`config.mk`:
```
export PLATFORM = sky130hd
export DESIGN_NAME = feistel_int32_permutation_core
export DESIGN_NICKNAME = d
export VERILOG_FILES = /design/src/rtl/fip_pkg.sv /design/src/rtl/feistel_int32_permutation_core.sv /design/src/rtl/fip_lcg_unit.sv /design/src/rtl/fip_cfg_regs.sv
export VERILOG_INCLUDE_DIRS = /design/src /design/src/rtl
export SDC_FILE = /design/constraint.sdc
export NUM_CORES = 1
export LEC_CHECK = 0
export BUFFER_PORTS_ARGS = -buffer_cell sky130_fd_sc_hd__buf_4
export CORE_MARGIN = 3
export CORE_UTILIZATION = 45
export DETAILED_ROUTE_END_ITERATION = 10
export PLACE_DENSITY = 0.67
export SYNTH_ARGS = -nofsm -noshare
export SYNTH_HDL_FRONTEND = slang
export SYNTH_SLANG_ARGS = --single-unit
```
`constraint.sdc`:
```
create_clock -name i_clk -period 4.9 [get_ports i_clk]
set_input_delay 0.245 -clock i_clk [delete_from_list [all_inputs] [get_ports i_clk]]
set_output_delay 0.245 -clock i_clk [all_outputs]
set_load 0.01 [all_outputs]
```
`src/rtl/feistel_int32_permutation_core_assert.svh`:
```
// ----------------------------------------------------------------------------
// Feistel permutation core assertion macros
// Shared macros for the concurrent checks of the permutation core.
// ----------------------------------------------------------------------------
`ifndef FEISTEL_INT32_PERMUTATION_CORE_ASSERT_SVH
`define FEISTEL_INT32_PERMUTATION_CORE_ASSERT_SVH

// Same-cycle implication, disabled while reset is asserted.
`define FIP_ASSERT_IMPLY(lbl, clk, rst_n, ante, cons) \
    lbl: assert property (@(posedge clk) disable iff (!rst_n) (ante) |-> (cons)) \
        else $error("feistel core: same-cycle check failed");

// Next-cycle implication, disabled while reset is asserted.
`define FIP_ASSERT_NEXT(lbl, clk, rst_n, ante, cons) \
    lbl: assert property (@(posedge clk) disable iff (!rst_n) (ante) |=> (cons)) \
        else $error("feistel core: next-cycle check failed");

`endif

```
`src/rtl/fip_pkg.sv`:
```
// ----------------------------------------------------------------------------
// Feistel permutation package
// Constants, register map and shared types of the permutation core.
// ----------------------------------------------------------------------------
package fip_pkg;

    localparam int unsigned WORD_W = 32;
    localparam int unsigned HALF_W = 16;
    localparam int unsigned ADDR_W = 3;

    localparam logic [WORD_W-1:0] LCG_MUL = 32'd1664525;
    localparam logic [WORD_W-1:0] LCG_ADD = 32'd1013904223;

    localparam logic REG_SECRET_KEY = 1'b0;

    typedef struct packed {
        logic              wr;
        logic [WORD_W-1:0] key;
    } t_key_wr;

    typedef enum logic [3:0] {
        S_EXPAND = 4'b0001,
        S_IDLE   = 4'b0010,
        S_ADD    = 4'b0100,
        S_MIX    = 4'b1000
    } t_state;

endpackage

```
`src/rtl/feistel_int32_permutation_core.sv`:
```
// ----------------------------------------------------------------------------
// Feistel 32-bit permutation core
// Keyed balanced Feistel network on two 16-bit halves with LCG subkeys.
//
// Channel  Direction  tdata (low bit up)  tuser
// s_axis   in         data_in[31:0]       func
// m_axis   out        data_out[31:0]      -
// apb      in/out     secret_key at 0x0   -
//
// A new input beat is accepted only in the idle state, once the previous
// result has been written to the output register. Each round passes through
// an add state for the subkey sum and a mix state through the one shared
// multiply-add unit.
// After reset and after each key write the subkeys are expanded through the
// same unit, and no beat is accepted during the expansion.
// The result sits in an output register; the last round waits until it drains.
// ----------------------------------------------------------------------------
module feistel_int32_permutation_core
    import fip_pkg::*;
#(
    parameter int unsigned NUM_ROUNDS = 4
) (
    input  logic              i_clk,
    input  logic              i_rst_n,
    input  logic              s_axis_tvalid,
    output logic              s_axis_tready,
    input  logic [WORD_W-1:0] s_axis_tdata,   // data_in[31:0]
    input  logic              s_axis_tuser,   // func
    output logic              m_axis_tvalid,
    input  logic              m_axis_tready,
    output logic [WORD_W-1:0] m_axis_tdata,   // data_out[31:0]
    input  logic              psel,
    input  logic              penable,
    input  logic              pwrite,
    input  logic [ADDR_W-1:0] paddr,
    input  logic [WORD_W-1:0] pwdata,
    output logic [WORD_W-1:0] prdata,
    output logic              pready
);

`include "feistel_int32_permutation_core_assert.svh"

    localparam int unsigned CW = (NUM_ROUNDS > 1) ? $clog2(NUM_ROUNDS) : 1;
    localparam logic [CW-1:0] LAST = CW'(NUM_ROUNDS - 1);
    localparam t_state START = (NUM_ROUNDS > 1) ? S_EXPAND : S_IDLE;

    t_key_wr           w_key_wr;
    logic [WORD_W-1:0] w_mac;

    t_state            r_state, n_state;
    logic [CW-1:0]     r_rnd, n_rnd;
    logic [WORD_W-1:0] r_opnd, n_opnd;
    logic [HALF_W-1:0] r_l, n_l;
    logic [HALF_W-1:0] r_r, n_r;
    logic              r_inv, n_inv;
    logic              r_out_valid, n_out_valid;
    logic [WORD_W-1:0] r_out_data, n_out_data;
    logic [WORD_W-1:0] r_sub [NUM_ROUNDS];

    logic              w_sub_we;
    logic [CW-1:0]     w_sub_idx;
    logic [WORD_W-1:0] w_sub_wd;
    logic [CW-1:0]     w_rd_idx;
    logic              w_out_free;
    logic              w_in_acc;

    fip_cfg_regs u_cfg (
        .i_clk    (i_clk),
        .i_rst_n  (i_rst_n),
        .psel     (psel),
        .penable  (penable),
        .pwrite   (pwrite),
        .paddr    (paddr),
        .pwdata   (pwdata),
        .prdata   (prdata),
        .pready   (pready),
        .o_key_wr (w_key_wr)
    );

    fip_lcg_unit u_lcg (
        .i_opnd   (r_opnd),
        .o_result (w_mac)
    );

    assign s_axis_tready = (r_state == S_IDLE) && !w_key_wr.wr;
    assign w_in_acc      = s_axis_tvalid & s_axis_tready;
    assign w_out_free    = !r_out_valid || m_axis_tready;
    assign w_rd_idx      = r_inv ? (LAST - r_rnd) : r_rnd;
    assign m_axis_tvalid = r_out_valid;
    assign m_axis_tdata  = r_out_data;

    always_comb begin
        n_state     = r_state;
        n_rnd       = r_rnd;
        n_opnd      = r_opnd;
        n_l         = r_l;
        n_r         = r_r;
        n_inv       = r_inv;
        n_out_data  = r_out_data;
        n_out_valid = r_out_valid && !m_axis_tready;
        w_sub_we    = 1'b0;
        w_sub_idx   = r_rnd;
        w_sub_wd    = w_mac;

        if (w_key_wr.wr) begin
            w_sub_we  = 1'b1;
            w_sub_idx = '0;
            w_sub_wd  = w_key_wr.key;
            n_opnd    = w_key_wr.key;
            n_rnd     = CW'(1);
            n_state   = START;
        end else begin
            case (r_state)
                S_EXPAND: begin
                    w_sub_we = 1'b1;
                    n_opnd   = w_mac;
                    if (r_rnd == LAST) begin
                        n_rnd   = '0;
                        n_state = S_IDLE;
                    end else begin
                        n_rnd = r_rnd + CW'(1);
                    end
                end
                S_IDLE: begin
                    if (w_in_acc) begin
                        n_l     = s_axis_tdata[WORD_W-1:HALF_W];
                        n_r     = s_axis_tdata[HALF_W-1:0];
                        n_inv   = s_axis_tuser;
                        n_rnd   = '0;
                        n_state = S_ADD;
                    end
                end
                S_ADD: begin
                    n_opnd  = {{(WORD_W-HALF_W){1'b0}}, r_sub[w_rd_idx][HALF_W-1:0] + r_r};
                    n_state = S_MIX;
                end
                S_MIX: begin
                    if (r_rnd != LAST) begin
                        n_l     = r_r;
                        n_r     = r_l ^ w_mac[HALF_W-1:0];
                        n_rnd   = r_rnd + CW'(1);
                        n_state = S_ADD;
                    end else if (w_out_free) begin
                        n_out_data  = {r_l ^ w_mac[HALF_W-1:0], r_r};
                        n_out_valid = 1'b1;
                        n_state     = S_IDLE;
                    end
                end
                default: begin
                    n_state = S_IDLE;
                end
            endcase
        end
    end

    always_ff @(posedge i_clk) begin
        if (!i_rst_n) begin
            r_state     <= START;
            r_rnd       <= CW'(1);
            r_opnd      <= '0;
            r_out_valid <= 1'b0;
        end else begin
            r_state     <= n_state;
            r_rnd       <= n_rnd;
            r_opnd      <= n_opnd;
            r_out_valid <= n_out_valid;
        end
    end

    always_ff @(posedge i_clk) begin
        r_l        <= n_l;
        r_r        <= n_r;
        r_inv      <= n_inv;
        r_out_data <= n_out_data;
    end

    always_ff @(posedge i_clk) begin
        if (!i_rst_n) begin
            r_sub[0] <= '0;
        end else if (w_sub_we) begin
            r_sub[w_sub_idx] <= w_sub_wd;
        end
    end

    `FIP_ASSERT_NEXT(a_accept_starts_round, i_clk, i_rst_n, w_in_acc && !w_key_wr.wr, r_state == S_ADD)
    `FIP_ASSERT_NEXT(a_last_round_emits, i_clk, i_rst_n, (r_state == S_MIX) && (r_rnd == LAST) && w_out_free && !w_key_wr.wr, r_out_valid)
    `FIP_ASSERT_NEXT(a_key_lands_in_sub0, i_clk, i_rst_n, w_key_wr.wr, r_sub[0] == $past(w_key_wr.key))
    `FIP_ASSERT_IMPLY(a_expand_skips_sub0, i_clk, i_rst_n, r_state == S_EXPAND, r_rnd != '0)

endmodule

```
`src/rtl/fip_lcg_unit.sv`:
```
// ----------------------------------------------------------------------------
// Feistel LCG multiply-add unit
// Shared step x * 1664525 + 1013904223 mod 2^32, used for subkey expansion
// and for the round function.
// ----------------------------------------------------------------------------
module fip_lcg_unit
    import fip_pkg::*;
(
    input  logic [WORD_W-1:0] i_opnd,
    output logic [WORD_W-1:0] o_result
);

    logic [WORD_W-1:0] w_prod;

    assign w_prod   = i_opnd * LCG_MUL;
    assign o_result = w_prod + LCG_ADD;

endmodule

```
`src/rtl/fip_cfg_regs.sv`:
```
// ----------------------------------------------------------------------------
// Feistel configuration registers
// APB-style register port holding the secret key.
// ----------------------------------------------------------------------------
module fip_cfg_regs
    import fip_pkg::*;
(
    input  logic              i_clk,
    input  logic              i_rst_n,
    input  logic              psel,
    input  logic              penable,
    input  logic              pwrite,
    input  logic [ADDR_W-1:0] paddr,
    input  logic [WORD_W-1:0] pwdata,
    output logic [WORD_W-1:0] prdata,
    output logic              pready,
    output t_key_wr           o_key_wr
);

    logic [WORD_W-1:0] r_key;
    logic              w_hit;
    logic              w_wr;

    assign pready = 1'b1;
    assign w_hit  = (paddr[ADDR_W-1:2] == REG_SECRET_KEY);
    assign w_wr   = psel & penable & pwrite & w_hit;

    always_ff @(posedge i_clk) begin
        if (!i_rst_n) begin
            r_key <= '0;
        end else if (w_wr) begin
            r_key <= pwdata;
        end
    end

    assign prdata       = w_hit ? r_key : '0;
    assign o_key_wr.wr  = w_wr;
    assign o_key_wr.key = pwdata;

endmodule

```
==> impl_results.md, run 1 <==
* Post-route DRC at 0
* Top FF cell, synth: edfxtp_1
* Post-layout util at 56.0%
* Post-synth net total at 1152
* Placement Cell Area at 12000 um2
* Total core area at about 23000 um2
* Max_cap viols at 0
* Worst hold-check path type: input port to flop
* CP endpoint kind: flop
* Worst slack at placement at -0.158 ns
* Number of diodes at 0
* Crit-path max FO at 4
* Tcrit/Tclk final at 96.2%
* Via Count at around 8000
* RSZ-0062 raised after global routing: false
* GPL Wtd Cong at 0.952
* WL/cell at ~19 um
* Slowest-stage cell, CP: fa_1
* Final hold vios at 0
* Die height at 159 um
* Max clock buf depth at 2
* RR Startpoint: r_opnd[11]
* Skew final at 0.0153 ns
* Finished Cell Area at 12800 um2
* Worst path max stage delay at around 0.54 ns
* Minimum clock period at 4.71 ns
* Clock transition at path regs at 0.07 ns
* Synth Cell Area at between 10000 and 15000 um2
* Hold path cells at 2
* Mean Syn Cell Area at 10.8 um2
* Status: finished clean
* Boundary Pins at between 100 and 150
* Yosys warns at 0
* Post-route non-filler standard cell count at 1444
* Initial core utilization at 46.1%
* Final ANT Viol Nets at 0
* Total wire length at 27700 um
* CP required at 5.10 ns
* Worst-Margin Slew at 1.09 ns
* Layout Nets at 1297
* Overflow left after global routing at 0
* FFs w/ async S/R, synth at 0%
* Clk_lat worst skew at 0.45 ns
* First-pass GRT wire length at ~43000 um
* Worst Path Arrival at 4.91 ns
* Pre-antenna DRT Iters at 5
* EDFF count, synth at 129
* Worst r2r path cells at 18
* Inst Count DP at 1410
* Hold Path End: r_opnd[11]
* CTS root buf: clkbuf_16
* Reg2reg end: r_r[14]
* Die W at approximately 160 um
* Hpwl dp at 20400 um
* Yosys reg bits at 184
* Port-buffer cells at 138
* Top cell family by delay on the critical path: adder cells
* Setup-failing EPs final at 0
* Final max-slew violation count at 0
* Cell variety after synth at 65
* Buffers and inverters on the worst path at 7
* Gr usage total at 22.0%
* Num CTS Buffers at 17
* PnR worst setup slack at 0.186 ns
* TritonCTS clock tree: yes
* Vias in the first global route at between 7000 and 8000
* Crit Path Category: flop to flop
* Num rows at 55
* Seq/Total Area, Yosys at 47.4%
* Largest net degree at the start of global routing at 56
* Syn-to-layout area delta at 21.6%
* Initial antenna violation count at 0
* CP cell instances: ha_1 > inv_1 > fa_1 > inv_1 > ha_1 > inv_1 > fa_1 > inv_1 > fa_1 > inv_2 > fa_1 > inv_2 > ha_4 > buf_4 > nor4bb_2 > a311oi_2 > xnor2_1 > mux2_4
* DR iter-0 viols at 563
* R2r setup slk at 0.19 ns
* Via/cell ratio at 5.39
* Layout cells sized above 1 at ~23%
* Slew Limit Headroom at 27.1%
* Highest Clock Rate at 212 MHz
* Min-delay src: pwdata[11]
* Die area at 25200 um2
* Sink Count at 184
* H-tree depth at 4
* Startpoint class of the critical path: flop
* Syn Inst Count at about 970
## stage by stage
stage	setup TNS [ns]	hold slack [ns]
floorplan	0	0.344
global placement	-0.181	0.427
detailed placement	-1.19	0.430
CTS	0	0.0345
global route	0	0.0455
finish	0	0.0426
## worst max path at each step
stage / from / end / cells past startpoint
2_1_floorplan: r_opnd[1] / r_r[14] / 20
3_3_place_gp: r_opnd[1] / r_sub[0][15] / 21
3_5_place_dp: r_opnd[1] / r_sub[3][15] / 21
4_1_cts: r_opnd[1] / r_r[14] / 19
5_1_grt: r_opnd[11] / r_r[14] / 19
6_report: r_opnd[11] / r_r[14] / 18
## registers in the layout, indices dropped and copies added (netlist names)
name / flops
r_opnd: 16
m_axis_tdata: 32
r_rnd: 2
r_r: 16
u_cfg.r_key: 32
m_axis_tvalid: 1
r_state: 4
r_l: 16
r_inv: 1
r_sub: 64
## layer usage
layer	global-route usage, %	vias to the layer above	share of wire, %
li1	-	3688	-
met1	30.0	3788	44
met2	36.1	260	47
met3	3.89	41	6.1
met4	6.57	0	2.4
met5	0	-	0
## cells in the final DEF (no fill, tap or decap), types with 3 or more instances in the layout
master and n:
inv_1 73, a21oi_2 5, ha_1 74, a211oi_1 7, mux4_2 15, o21a_1 6, nand2_1 185, o211ai_1 6
o21ai_0 30, a21boi_0 36, nor2_1 25, nor4b_4 3, o221ai_1 5, clkinv_8 4, nand3b_1 6, a31oi_1 8
nor2b_1 35, o31ai_1 3, nor3_1 14, o21bai_1 3, fa_1 25, a21oi_1 32, o21ai_1 4, a21o_1 10
dfxtp_2 3, buf_4 171, mux2i_1 4, xnor2_1 34, and3_1 3, xor2_1 21, nand3_1 14, inv_12 5
dfxtp_1 52, edfxtp_1 129, or2_2 3, clkbuf_16 17
## cells by family after synthesis
kind of cell             count (synthesis)  synth area share, %
AO/OA/AOI/OAI                          174                 11.2
buffers and inverters                  121                 4.55
AND/OR/NAND/NOR                        309                 13.8
XOR/XNOR                                58                 4.91
other                                    1               0.0357
adder cells (fa/ha/maj)                104                 14.3
flip-flops                             184                 47.4
multiplexers                            22                 3.92
## layout make-up
type,count,area (um2)
clock buffer,17,425
clock inverter,15,204
fill,1941,10000
inverter,75,282
multi-input combinational,668,5190
sequential,184,4980
tap,313,392
timing repair buffer,172,1290
## cells in the mapped netlist (9+ instances only)
| cell type | n | share of area [%] |
|---|---|---|
| xnor2_1 | 35 | 2.9 |
| clkbuf_1 | 30 | 1.1 |
| inv_1 | 75 | 2.7 |
| fa_1 | 26 | 5.0 |
| o21ai_0 | 32 | 1.5 |
| nor2_1 | 26 | 0.93 |
| a21o_1 | 10 | 0.71 |
| nand3_1 | 14 | 0.67 |
| nand2_1 | 185 | 6.6 |
| a21oi_1 | 36 | 1.7 |
| edfxtp_1 | 129 | 37 |
| a21boi_0 | 36 | 2.6 |
| xor2_1 | 22 | 1.8 |
| mux4_2 | 15 | 3.2 |
| nor3_1 | 17 | 0.81 |
| buf_2 | 10 | 0.48 |
| a211oi_1 | 9 | 0.64 |
| ha_1 | 78 | 9.3 |
| dfxtp_1 | 55 | 10 |
| a31oi_1 | 9 | 0.54 |
| nor2b_1 | 35 | 2.1 |
## what timing repair did
item,in CTS,in global routing
hold endpoints to repair,1,0
endpoints found under the setup margin,11,21
buffers inserted,2,0
pin swaps,4,9
gates cloned,0,0
resized for setup,6,16
hold buffers,1,0
Power of run 1 is left out: the tool's default activity adds up to more than one toggle a clock period on the data nets, which glitch-free logic cannot reach.
==> inputs of run 2 (changes only) <==
- CORE_UTILIZATION: 45 -> 50
- PLACE_DENSITY: 0.67 -> 0.71
- clock period: 4.9 -> 5.5 ns (I/O delays scaled with it)
==> impl_results.md, run 2 (same netlist as run 1, synthesis figures left out) <==
* Die W at 151 um
* TritonCTS clock tree: yes
* Worst-Margin Slew at 1.08 ns
* Boundary Pins at between 100 and 150
* Worst path max stage delay at 0.54 ns
* Pre-antenna DRT Iters at 5
* Crit Path Category: flop to flop
* Via/cell ratio at roughly 5.6
* Sink Count at 184
* Port-buffer cells at 138
* Setup-failing EPs final at 0
* Slew Limit Headroom at roughly 28%
* Worst hold-check path type: input port to flop
* RR Startpoint: r_opnd[2]
* Die area at 22800 um2
* CP required at 5.70 ns
* Startpoint class of the critical path: flop
* Via Count at 7720
* Status: finished clean
* Aggregate negative setup slack at 0 ns
* Skew final at 0.0123 ns
* Num CTS Buffers at 17
* Max_cap viols at 0
* RSZ-0062 raised after global routing: false
* Min-delay src: s_axis_tuser
* Most frequent cells in the layout: 185 x nand2_1, 154 x buf_4, 129 x edfxtp_1
* Hold Path End: r_inv
* Minimum clock period at 5.19 ns
* Reg2reg end: r_r[14]
* GPL Wtd Cong at 0.916
* Tcrit/Tclk final at 94.3%
* Worst r2r path cells at 19
* Syn-to-layout area delta at 18.8%
* First-pass GRT wire length at 41400 um
* Initial antenna violation count at 0
* DR iter-0 viols at between 700 and 800
* Number of diodes at 0
* Final max-slew violation count at 0
* Largest net degree at the start of global routing at 56
* Hold Buf Count CTS at 0
* Crit-path max FO at 6
* Most used cell, CP: ha_1
* Post-route DRC at 0
* Layout Nets at 1279
* Slowest-stage cell, CP: fa_1
* CTS root buf: clkbuf_16
* Total wire length at roughly 27000 um
* Final hold vios at 0
* Initial core utilization at around half
* Hold path cells at 1
* Highest Clock Rate at 193 MHz
* H-tree depth at 4
* CP endpoint kind: flop
* Clk_lat worst skew at 0.44 ns
* Num rows at 52
* Fillcell total at 1706
* R2r setup slk at 0.31 ns
* Layout cells sized above 1 at between 20% and 30%
* CP cell instances: ha_1 > ha_1 > or2_2 > ha_1 > ha_1 > inv_1 > fa_1 > inv_1 > fa_1 > inv_1 > fa_1 > inv_1 > ha_1 > o21ai_0 > nand3b_1 > o21ai_0 > a311oi_2 > xnor2_1 > mux2_2
* Max reg flops at 64
* Die height at 151 um
* Top reg by flops: r_sub
* Total core area at roughly 20000 um2
* Gr usage total at 24.0%
* Final ANT Viol Nets at 0
* Worst Path Arrival at roughly 5.4 ns
* Vias in the first global route at 7461
* Max clock buf depth at 2
* Clock transition at path regs at roughly 0.08 ns
* Commonest non-fill, non-tap cell in the layout: nand2_1
* Overflow left after global routing at 0
* WL/cell at 19.2 um
* Hpwl dp at ~20000 um
==> run 2: metal layers <==
metal	track usage, %	up-vias	routed length, um
met4	10.3	0	1030
met3	3.44	57	1740
met1	33.1	3731	11300
li1	-	3656	-
met5	0	-	0
met2	38.2	276	12500
==> run 2: cell type report <==
cell class              instances  area [um2]  share of cell area [%]
flip-flops and latches        184        4970                    39.9
multi-input cells             668        5100                    40.9
repair buffers                154        1160                    9.27
inverters                      75         282                    2.26
well taps                     270         338                    2.71
clock buffers                  17         425                    3.41
clock inverters                15         191                    1.54
==> run 2: worst max path at each step <==
stage / end / slack, ns / start
final: r_r[14] / 0.31 / r_opnd[2]
after global routing: r_r[14] / 0.04 / r_opnd[2]
after CTS: r_r[14] / 0.22 / r_opnd[2]
after detailed placement: r_r[14] / 0.29 / r_opnd[1]
after global placement: r_r[14] / 0.40 / r_opnd[2]
after floorplan: r_r[14] / 0.53 / r_opnd[1]
==> run 2: timing repair <==
action	CTS	global route
resized for setup	0	0
buffers inserted	0	0
endpoints found under the setup margin	0	1
==> run 2: critical path, delay by kind of cell (launching register included) <==
kind / cells / cell delay [ns]
AO/OA/AOI/OAI: 3 / 0.64
XOR/XNOR: 1 / 0.14
buffers and inverters: 4 / 0.21
AND/OR/NAND/NOR: 2 / 0.38
flip-flops: 1 / 0.39
multiplexers: 1 / 0.28
adder cells (fa/ha/maj): 8 / 2.91
==> run 2: stage by stage <==
stage	utilization [%]	area, um2	hold slack, ns	setup WS (ns)	cells
3_3_place_gp	58.0	11900	0.447	0.400	1351
3_5_place_dp	58.0	11900	0.452	0.292	1351
5_1_grt	61.0	12500	0.00893	0.0386	1383
2_1_floorplan	-	10500	0.374	0.528	973
6_report	61.0	12500	0.00851	0.314	1383
4_1_cts	61.0	12500	0.00130	0.221	1383
Power of run 2 is left out for the same reason.
==> inputs of run 3 (changes only) <==
- CORE_UTILIZATION: 50 -> 60
- PLACE_DENSITY: 0.71 -> 0.83
==> impl_results.md, run 3 (same netlist as run 1, synthesis figures left out) <==
* Reg2reg end: r_sub[0][15]
* Highest Clock Rate at 194 MHz
* Sink Count at roughly 180
* CP endpoint kind: flop
* GPL Wtd Cong at 0.909
* Layout Nets at 1282
* Worst hold-check path type: input port to flop
* Syn-to-layout area delta at 17.9%
* WL/cell at 20.3 um
* Number of diodes at 0
* Layout cells sized above 1 at 20.3%
* Vias in the first global route at 7913
* R2r setup slk at between 0.3 and 0.4 ns
* Aggregate negative setup slack at 0 ns
* Overflow left after global routing at 0
* Status: finished clean
* Worst Path Arrival at 5.36 ns
* TritonCTS clock tree: yes
* Pre-antenna DRT Iters at 6
* Final max-slew violation count at 0
* Initial core utilization at 62.2%
* Total core area at roughly 17000 um2
* Via Count at a little under 8000
* Hold Buf Count CTS at 0
* Final ANT Viol Nets at 0
* Startpoint class of the critical path: flop
* Setup-failing EPs final at 0
* RSZ-0062 raised after global routing: false
* CP required at about 5.7 ns
* Initial antenna violation count at 0
* First-pass GRT wire length at 42500 um
* Max_cap viols at 0
* Tcrit/Tclk final at a little over nine tenths
* Num rows at 47
* Crit-path max FO at 6
* Worst-Margin Slew at 0.924 ns
* Total wire length at 27100 um
* Commonest non-fill, non-tap cell in the layout: nand2_1
* Hold path cells at 1
* Cts repair resizes at 0
* Max reg flops at 64
* RR Startpoint: r_opnd[2]
* Port-buffer cells at 138
* Gr usage total at 28.6%
* Hpwl dp at 20000 um
* Min-delay src: s_axis_tuser
* Top reg by flops: r_sub
* Die area at 19100 um2
* Crit Path Category: flop to flop
* CTS root buf: clkbuf_16
* Clock transition at path regs at about 0.080 ns
* Post-route DRC at 0
* Num CTS Buffers at 17
* Die W at about 140 um
* Hold Path End: r_inv
* Most frequent cells in the layout: 185 x nand2_1, 157 x buf_4, 129 x edfxtp_1
* Via/cell ratio at 5.92
* Boundary Pins at ~140
* Skew final at 0.00984 ns
* Die height at 138 um
* Final hold vios at 0
* Clk_lat worst skew at 0.44 ns
* H-tree depth at 4
* Worst r2r path cells at 20
* Minimum clock period at 5.16 ns
* Post-CTS Setup Bufs at 0
* DR iter-0 viols at roughly 650
* Max clock buf depth at 2
* Largest net degree at the start of global routing at 56
* Slew Limit Headroom at 38.4%
## run 3: routing by layer
| layer | GRT usage (%) | share of wire [%] |
|---|---|---|
| met1 | 35.6 | 38 |
| met2 | 49.1 | 51 |
| met3 | 5.94 | 7.6 |
| met4 | 11.1 | 3.6 |
| met5 | 0 | 0 |
## run 3: worst max-delay path by stage
stage               startpoint           end  slack, ns  cells after the start
floorplan            r_opnd[1]       r_r[14]       0.53                     20
global placement     r_opnd[2]  r_sub[3][15]       0.48                     20
detailed placement   r_opnd[2]  r_sub[2][15]       0.36                     20
CTS                  r_opnd[2]  r_sub[0][15]       0.31                     20
global route         r_opnd[2]  r_sub[0][15]       0.05                     20
finish               r_opnd[2]  r_sub[0][15]       0.34                     20
## run 3: final cells by class
type                       instances  area (um2)
multi-input combinational        668        5090
timing repair buffer             157        1180
sequential                       184        4970
inverter                          75         282
clock buffer                      17         425
tap                              220         275
clock inverter                    15         156
fill                            1177        4500
## run 3: worst max-delay path, stage by stage, from the launching register on
cell	delay [ns]
dfxtp_1	0.38
ha_1	0.21
ha_1	0.16
or2_2	0.30
ha_1	0.28
ha_1	0.29
inv_1	0.06
fa_1	0.52
inv_1	0.05
fa_1	0.52
inv_1	0.06
fa_1	0.54
inv_1	0.05
ha_1	0.35
o21a_1	0.19
nor2_1	0.08
a21oi_1	0.05
xnor2_1	0.16
buf_4	0.19
nand2_1	0.08
a21oi_1	0.39
## run 3: through the flow
step / cell area, um2 / util, % / instances / setup WS (ns) / hold slack (ns)
after detailed placement: 11800 / 69.9 / 1304 / 0.363 / 0.453
after CTS: 12400 / 73.3 / 1336 / 0.311 / 0.00221
final: 12400 / 73.3 / 1336 / 0.339 / 0.0114
after floorplan: 10500 / - / 973 / 0.528 / 0.374
after global routing: 12400 / 73.3 / 1336 / 0.0534 / 0.00144
after global placement: 11800 / 69.9 / 1304 / 0.479 / 0.446
Power of run 3 is left out for the same reason.
